File: src/hw/rtl/bbmt_pkg.sv
// ----------------------------------------------------------------------------
// bbmt_pkg
// Shared types, codes and constants of the burst bus memory target.
// ----------------------------------------------------------------------------
package bbmt_pkg;

	localparam int HALF_W       = 16;
	localparam int POS_W        = 4;
	localparam int DIVIDEND_W   = 20;
	localparam int SCRATCH_OP_W = 7;
	localparam int CFG_IDX_W    = 2;
	localparam int CFG_DATA_W   = 32;

	localparam logic [31:0] MAIN_LIMIT    = 32'h00FF_FFFF;
	localparam logic [7:0]  IO_PAGE       = 8'hFE;

	localparam logic [CFG_DATA_W-1:0] CPU_CLOCK_RESET = 32'd12_000_000;
	localparam logic [CFG_DATA_W-1:0] BUS_CLOCK_RESET = 32'd6_000_000;

	localparam logic [CFG_IDX_W-1:0] CFG_CPU_CLOCK = 2'd0;
	localparam logic [CFG_IDX_W-1:0] CFG_BUS_CLOCK = 2'd1;

	localparam logic REQ_OPEN = 1'b0;

	typedef enum logic [1:0] {
		RGN_MAIN     = 2'd0,
		RGN_CLOCK    = 2'd1,
		RGN_SCRATCH  = 2'd2,
		RGN_UNMAPPED = 2'd3
	} region_t;

	typedef enum logic [2:0] {
		ST_CLEAR,
		ST_IDLE,
		ST_MOD,
		ST_EXEC,
		ST_RMW
	} state_t;

	function automatic logic [HALF_W-1:0] merge_bytes(
		input logic [HALF_W-1:0] old_val,
		input logic [HALF_W-1:0] new_val,
		input logic              en_lo,
		input logic              en_hi
	);
		logic [HALF_W-1:0] v;
		v = old_val;
		if (en_lo) begin
			v[7:0] = new_val[7:0];
		end
		if (en_hi) begin
			v[15:8] = new_val[15:8];
		end
		return v;
	endfunction

endpackage

File: src/hw/rtl/bbmt_cell_mod.sv
// ----------------------------------------------------------------------------
// bbmt_cell_mod
// Reciprocal remainder unit: folds a cell number into the cell count by a
// multiply with a fixed reciprocal, a subtract of the quotient multiple and
// one final correction. Start passes through go_q, vld_s1 and vld_s2 to done.
// ----------------------------------------------------------------------------
module bbmt_cell_mod #(
	parameter int MAIN_CELLS    = 4096,
	parameter int SCRATCH_CELLS = 128
) (
	input  logic                            clk,
	input  logic                            arst_n,
	input  logic                            start,
	input  logic                            scratch,
	input  logic [bbmt_pkg::DIVIDEND_W-1:0] dividend,
	output logic                            done,
	output logic [bbmt_pkg::DIVIDEND_W-1:0] remainder
);
	import bbmt_pkg::*;

	localparam int DIV_W   = DIVIDEND_W + 1;
	localparam int RECIP_W = DIVIDEND_W + 2;
	localparam int PROD_W  = DIVIDEND_W + RECIP_W;
	localparam int K_MAIN  = DIVIDEND_W + $clog2(MAIN_CELLS);
	localparam int K_SCR   = DIVIDEND_W + $clog2(SCRATCH_CELLS);
	localparam longint unsigned M_MAIN_L = (64'd1 << K_MAIN) / 64'(MAIN_CELLS);
	localparam longint unsigned M_SCR_L  = (64'd1 << K_SCR) / 64'(SCRATCH_CELLS);
	localparam logic [RECIP_W-1:0] M_MAIN = RECIP_W'(M_MAIN_L);
	localparam logic [RECIP_W-1:0] M_SCR  = RECIP_W'(M_SCR_L);
	localparam logic [DIV_W-1:0]   N_MAIN = DIV_W'(MAIN_CELLS);
	localparam logic [DIV_W-1:0]   N_SCR  = DIV_W'(SCRATCH_CELLS);

	logic [DIVIDEND_W-1:0] x_q;
	logic                  sel_q;
	logic                  go_q;
	logic [DIVIDEND_W-1:0] q_s1;
	logic                  vld_s1;
	logic [DIV_W-1:0]      r_s2;
	logic                  vld_s2;

	logic [RECIP_W-1:0]    recip;
	logic [DIV_W-1:0]      modulus;
	logic [PROD_W-1:0]     prod;
	logic [PROD_W-1:0]     quot_full;
	logic [DIV_W-1:0]      quot_mul;
	logic [DIV_W-1:0]      r_fix;

	assign recip     = sel_q ? M_SCR : M_MAIN;
	assign modulus   = sel_q ? N_SCR : N_MAIN;
	// quotient estimate is exact or one low
	assign prod      = {{RECIP_W{1'b0}}, x_q} * {{DIVIDEND_W{1'b0}}, recip};
	assign quot_full = sel_q ? (prod >> K_SCR) : (prod >> K_MAIN);
	assign quot_mul  = {1'b0, q_s1} * modulus;
	assign r_fix     = (r_s2 >= modulus) ? (r_s2 - modulus) : r_s2;

	always_ff @(posedge clk or negedge arst_n) begin
		if (!arst_n) begin
			go_q   <= 1'b0;
			vld_s1 <= 1'b0;
			vld_s2 <= 1'b0;
		end else begin
			go_q   <= start;
			vld_s1 <= go_q;
			vld_s2 <= vld_s1;
		end
	end

	always_ff @(posedge clk) begin
		if (start) begin
			x_q   <= dividend;
			sel_q <= scratch;
		end
		if (go_q) begin
			q_s1 <= quot_full[DIVIDEND_W-1:0];
		end
		if (vld_s1) begin
			r_s2 <= {1'b0, x_q} - quot_mul;
		end
	end

	assign done      = vld_s2;
	assign remainder = r_fix[DIVIDEND_W-1:0];

endmodule

File: config.mk
export PLATFORM = sky130hd
export DESIGN_NAME = bbmt_cell_mod
export DESIGN_NICKNAME = d
export VERILOG_FILES = /design/src/hw/rtl/bbmt_pkg.sv /design/src/hw/rtl/bbmt_cell_mod.sv
export SDC_FILE = /design/constraint.sdc
export NUM_CORES = 1
export LEC_CHECK = 0
export ABC_AREA = 1
export BUFFER_PORTS_ARGS = -buffer_cell sky130_fd_sc_hd__buf_4
export CAP_MARGIN = 20
export CORE_MARGIN = 2
export CORE_UTILIZATION = 62
export DETAILED_ROUTE_END_ITERATION = 8
export GPL_TIMING_DRIVEN = 1
export PLACE_DENSITY = 0.83
export SLEW_MARGIN = 20
export SYNTH_ARGS = -nofsm -noshare
export SYNTH_HDL_FRONTEND = slang
export SYNTH_SLANG_ARGS = --single-unit
export TNS_END_PERCENT = 10
File: constraint.sdc
create_clock -name clk -period 9.6 [get_ports clk]
set_input_delay 0.96 -clock clk [delete_from_list [all_inputs] [get_ports clk]]
set_output_delay 0.96 -clock clk [all_outputs]
set_load 0.02 [all_outputs]
**Word-level counts from Yosys, hierarchy flattened**

Index checks and enable logic that the tools add are counted.

- Add/sub/neg operators: 2
- Multiply operators: 1
- Magnitude comparators: 1
- Muxes and demuxes: 3

Operator list:

| operator | count |
|---|---|
| >= comparator 21 x 13 -> 1 bit | 1 |
| multiplier 20 x 13 -> 21 bit | 1 |
| subtractor 20 x 21 -> 21 bit | 1 |
| two-way mux 20 bit | 1 |
| subtractor 20 x 13 -> 20 bit | 1 |
| two-way mux 13 bit | 1 |
| two-way mux 8 bit | 1 |

- Register bits after elaboration: 65
- Logic and storage cells: 15

**Logic depth before layout (Yosys ltp)**

- Depth after elaboration: 3
- Depth in mapped cells: 20

**Worst setup path after synthesis**

Ideal clock, no wire load.

- Kind: register to register
- From: register sel_q
- To: register r_s2[20] (data pin)
- Library setup time: 0.252 ns
- Arrival: 3.424 ns
- Path slack: 5.924 ns
- Stages on the path, launching flop included: 19
- Period minus slack after synthesis: 3.676 ns
- Cells stage by stage: edfxtp_1 > buf_2 > buf_1 > nor2_1 > ha_1 > ha_1 > ha_1 > ha_1 > fa_1 > inv_1 > ha_1 > nand2_1 > inv_1 > nand2_1 > nand2_1 > a21oi_1 > nand3_1 > nand2_1 > nand2_1

- Cells in the longest elaborated chain, start to end: 3

Ends and longest elaborated chain:

| what | RTL line | text |
|---|---|---|
| start, declared | bbmt_cell_mod.sv:34 | `logic sel_q;` |
| start signal, assigned | bbmt_cell_mod.sv:71 | `sel_q <= scratch;` |
| two-way mux 13 bit | bbmt_cell_mod.sv:49 | `assign modulus = sel_q ? N_SCR : N_MAIN;` |
| multiplier 20 x 13 -> 21 bit | bbmt_cell_mod.sv:53 | `assign quot_mul = {1'b0, q_s1} * modulus;` |
| subtractor 20 x 21 -> 21 bit | bbmt_cell_mod.sv:77 | `r_s2 <= {1'b0, x_q} - quot_mul;` |
| end signal, assigned | bbmt_cell_mod.sv:77 |  |
| end, declared | bbmt_cell_mod.sv:38 | `logic [DIV_W-1:0] r_s2;` |

Every way passes these cells.
A chain may end at the register's enable or synchronous reset.

**Worst setup path after layout**

- From: register sel_q
- To: register r_s2[18] (data pin)

Same word-level chain as after synthesis.

==> results.md <==
- The flow ran to the end, and the final reports show no timing, DRC or antenna violations.
- The worst reg2reg path startpoint is sel_q.
- The congestion estimate from routability-driven global placement came to 0.968.
- Clock tree synthesis selected as its root buffer the cell sky130_fd_sc_hd__clkbuf_8.
- The number of vias per cell is 4.94.
- Setup violations remaining at the end of the flow were counted as 0.
- The final count of pins violating max slew is 0.
- The via count of the first global-routing pass is 3477.
- The floorplan has 30 rows.
- The number of iterations in the first detailed-routing pass is 5.
- During synthesis, Yosys emitted a total of 0 warnings.
- The setup check on the worst reg-to-reg path leaves a slack of 5.84 ns.
- The multi-input combinational cell area is between 2000 and 2500 µm².
- The pin count of the biggest net entering global routing is 40.
- The number of endpoints with negative hold slack in the final report is 0.
- During placement, the flow inserted port buffers numbering 44.
- The type of origin of the critical path is a flop.
- The tool flagged a number of max-cap violations equal to 0.
- The kind of end point of the critical path is a flop.
- The per-instance average area after synthesis is about 7.8 µm².
- Once the floorplan was initialized, standard cells occupied between 60% and 70% of the core.
- The number of cells on the worst reg-to-reg path is 18.
- The share of the clock period used by the worst path is 39.2%.
- The area enclosed by the die boundary is 7880 µm².
- The static leakage is between 2 and 3 nW.
- The power density relative to cell area is around 230 nW/µm².
- The worst-case IR drop observed on VDD is 0.147 mV.
- The total number of vias is 3566.
- The endpoint identified for the worst register-to-register timing path is r_s2[18].
- The first global-routing pass estimated about 15000 µm of wire.
- After legalization and detailed placement, the total HPWL measured 7480 µm.
- Of all nets on the critical path, the largest fanout is 39.
- The number of remaining DRC errors is 0.
- The worst hold margin is 0.410 ns.
- Prior to clock tree synthesis, the placed netlist has a worst setup slack of roughly 5.8 ns.
- Derived from the worst setup path, the maximum achievable clock frequency is roughly 0.27 GHz.
- The H-tree depth reported by CTS is 3.
- Clock latency on the worst-skew pair, taken at its later pin, is 0.34 ns.
- After detailed routing, the total wire length is 9100 µm.
- The iteration-0 DRC count of the detailed router is 162.
- The antenna violation net count after detailed routing is 0.
- In this run the deepest clock path goes through 2 buffers.
- At the end of the flow, the number of nets in the layout was between 600 and 700.
- Relative to the synthesized area, the layout overhead comes to 14.0%.
- The slew of the pin with the lowest slew margin is 0.856 ns.
- Dividing the detail-routed wire length by the instance count gives 12.6 µm.
- The number of buffers added by the clock tree synthesis step is 9.
- STA puts the critical path data required time at ~9.7 ns.
- For this design, the CTS-stage hold fixing added 0 buffers.
- Setup repair after global routing left no endpoint under its margin.
- Summed over all layers, the global routing overflow is 0.
- After synthesis the cells add up to ~4500 µm².
- Across all setup checks in the final design, the least slack found is 5.84 ns.
- The clock transition at the registers of the reported paths is 0.06 ns.
- The tree built by TritonCTS fans out to 58 sinks.
- The worst clock skew on the final layout is 0.0152 ns.
- The x dimension of the die is between 80 and 90 µm.
- The number of antenna diodes is 0.
- The worst max-slew margin expressed relative to the limit is 42.9%.
- The global-route total usage across every layer is 25.2%.
- The area taken by flip-flops and latches is 1730 µm².
- After technology mapping, the gate count stands at about 570.
- The number of distinct library cells after synthesis is 29.
- The category of the critical setup timing path is flop to flop.
- The time the worst path needs with I/O delays and setup is 3.76 ns.
- The total area inside the core boundary comes to about 7000 µm².
- The share of the yosys chip area belonging to registers is 38.8%.
- The fill cell instance count of the final layout is 572.
- The initial antenna violation count is 0.
- The CTS tree is yes.
- Summed over all failing endpoints, the final setup total negative slack is 0 ns.
- The most critical setup path has its startpoint at sel_q.
- The number of I/O pins is 45.
- The worst hold-check path type is input port to asynchronous set/reset pin.
- The arrival time of the worst setup path is around 3.8 ns.
- The post-cts sizing count is 0.
- The share of final-layout standard cells stronger than drive strength 1 is a little under an eighth.
- The flip-flop and latch count after synthesis is 58.
- From bottom edge to top edge, the die measures 88.8 µm.
- Buffers added to address setup during post-CTS repair amount to 0.
[how the worst max path moves through the flow]
stage	to	slack, ns	cells after the start
floorplan	r_s2[20]	5.92	18
finish	r_s2[18]	5.84	18
CTS	r_s2[20]	5.81	15
global placement	r_s2[18]	5.91	17
detailed placement	r_s2[20]	5.83	15
global route	r_s2[20]	5.62	18
[report_power, final]
| group | internal, mW | switching, mW | total (mW) |
|---|---|---|---|
| Clock | 0.171 | 0.0943 | 0.265 |
| Sequential | 0.337 | 0.0294 | 0.366 |
| Combinational | 0.208 | 0.348 | 0.556 |
[Yosys cell counts]
library cell,n,area (µm²)
sky130_fd_sc_hd__buf_4,7,52.6
sky130_fd_sc_hd__ha_1,47,588
sky130_fd_sc_hd__edfxtp_1,55,1650
sky130_fd_sc_hd__clkbuf_1,2,7.51
sky130_fd_sc_hd__conb_1,1,3.75
sky130_fd_sc_hd__o21ai_2,5,43.8
sky130_fd_sc_hd__o21ai_0,17,85.1
sky130_fd_sc_hd__inv_2,1,3.75
sky130_fd_sc_hd__nand3_1,31,155
sky130_fd_sc_hd__a21oi_1,14,70.1
sky130_fd_sc_hd__nand3_2,1,10.0
sky130_fd_sc_hd__nand2_2,2,12.5
sky130_fd_sc_hd__nand4_1,8,50.1
sky130_fd_sc_hd__nand3_4,1,17.5
sky130_fd_sc_hd__buf_1,2,7.51
sky130_fd_sc_hd__buf_2,1,5.00
sky130_fd_sc_hd__inv_1,131,492
sky130_fd_sc_hd__xnor2_1,4,35.0
sky130_fd_sc_hd__nor2_1,49,184
sky130_fd_sc_hd__buf_6,1,11.3
sky130_fd_sc_hd__mux2i_1,1,10.0
sky130_fd_sc_hd__fa_1,4,80.1
sky130_fd_sc_hd__nand2_1,164,616
sky130_fd_sc_hd__nor2_2,5,31.3
sky130_fd_sc_hd__nor3_2,1,10.0
sky130_fd_sc_hd__nand3b_1,2,15.0
sky130_fd_sc_hd__xor2_1,13,114
sky130_fd_sc_hd__a21oi_4,1,16.3
sky130_fd_sc_hd__dfrtp_1,3,75.1
[layout make-up]
class                      count  area share, %
timing repair buffer          45           6.66
clock buffer                  10           2.51
multi-input combinational    375           42.6
sequential                    58           34.0
tap                           96           2.37
inverter                     132           9.76
clock inverter                 6           2.07
[layout by cell type, fill, tap and decap left out, types with 4 or more instances in the layout]
cell                       instances
sky130_fd_sc_hd__nor2_1           49
sky130_fd_sc_hd__o21ai_2           5
sky130_fd_sc_hd__ha_1             47
sky130_fd_sc_hd__inv_1           131
sky130_fd_sc_hd__edfxtp_1         55
sky130_fd_sc_hd__nand2_1         164
sky130_fd_sc_hd__o21ai_0          17
sky130_fd_sc_hd__a21oi_1          14
sky130_fd_sc_hd__clkbuf_8          9
sky130_fd_sc_hd__fa_1              4
sky130_fd_sc_hd__nor2_2            5
sky130_fd_sc_hd__conb_1            5
sky130_fd_sc_hd__nand3_1          31
sky130_fd_sc_hd__xor2_1           13
sky130_fd_sc_hd__xnor2_1           4
sky130_fd_sc_hd__buf_4            45
sky130_fd_sc_hd__nand4_1           8
[layer usage]
metal	wire (µm)	track usage, %
met4	121	9.23
met1	4110	31.1
met2	4420	43.9
met3	446	4.94
met5	0	0
[registers in the layout, summed over array words and instances (netlist names)]
register and cells:
vld_s1 1, x_q 20, r_s2 21, sel_q 1, done 1, go_q 1
q_s1 13
[critical path: stages (launching register included)]
cell                       delay [ns]
sky130_fd_sc_hd__edfxtp_1        0.32
sky130_fd_sc_hd__buf_4           0.33
sky130_fd_sc_hd__nor2_1          0.13
sky130_fd_sc_hd__ha_1            0.35
sky130_fd_sc_hd__nand2_1         0.08
sky130_fd_sc_hd__inv_1           0.04
sky130_fd_sc_hd__ha_1            0.27
sky130_fd_sc_hd__ha_1            0.32
sky130_fd_sc_hd__fa_1            0.51
sky130_fd_sc_hd__inv_1           0.04
sky130_fd_sc_hd__ha_1            0.36
sky130_fd_sc_hd__nand2_1         0.13
sky130_fd_sc_hd__inv_1           0.06
sky130_fd_sc_hd__nand2_1         0.08
sky130_fd_sc_hd__inv_1           0.04
sky130_fd_sc_hd__a21oi_1         0.20
sky130_fd_sc_hd__nand3_1         0.10
sky130_fd_sc_hd__nand2_1         0.07
sky130_fd_sc_hd__nand2_1         0.06
[cells by family after synthesis]
| logic type | synth area share, % |
|---|---|
| mux | 0.225 |
| fa+ha+maj | 15.0 |
| compound gates | 4.83 |
| xor+xnor | 3.34 |
| buf+inv | 13.0 |
| simple gates | 24.7 |
| flops | 38.8 |
| other cells | 0.0842 |
[stage by stage]
stage	utilization [%]	instance area [µm²]	power, mW	std cells
4_1_cts	73.9	5070	1.19	722
3_5_place_dp	70.5	4840	0.922	706
6_report	73.9	5070	1.19	722
3_3_place_gp	70.5	4840	0.912	706
5_1_grt	73.9	5070	1.28	722
2_1_floorplan	-	4470	0.771	578
No activity file was read; power rests on OpenSTA's default activity.
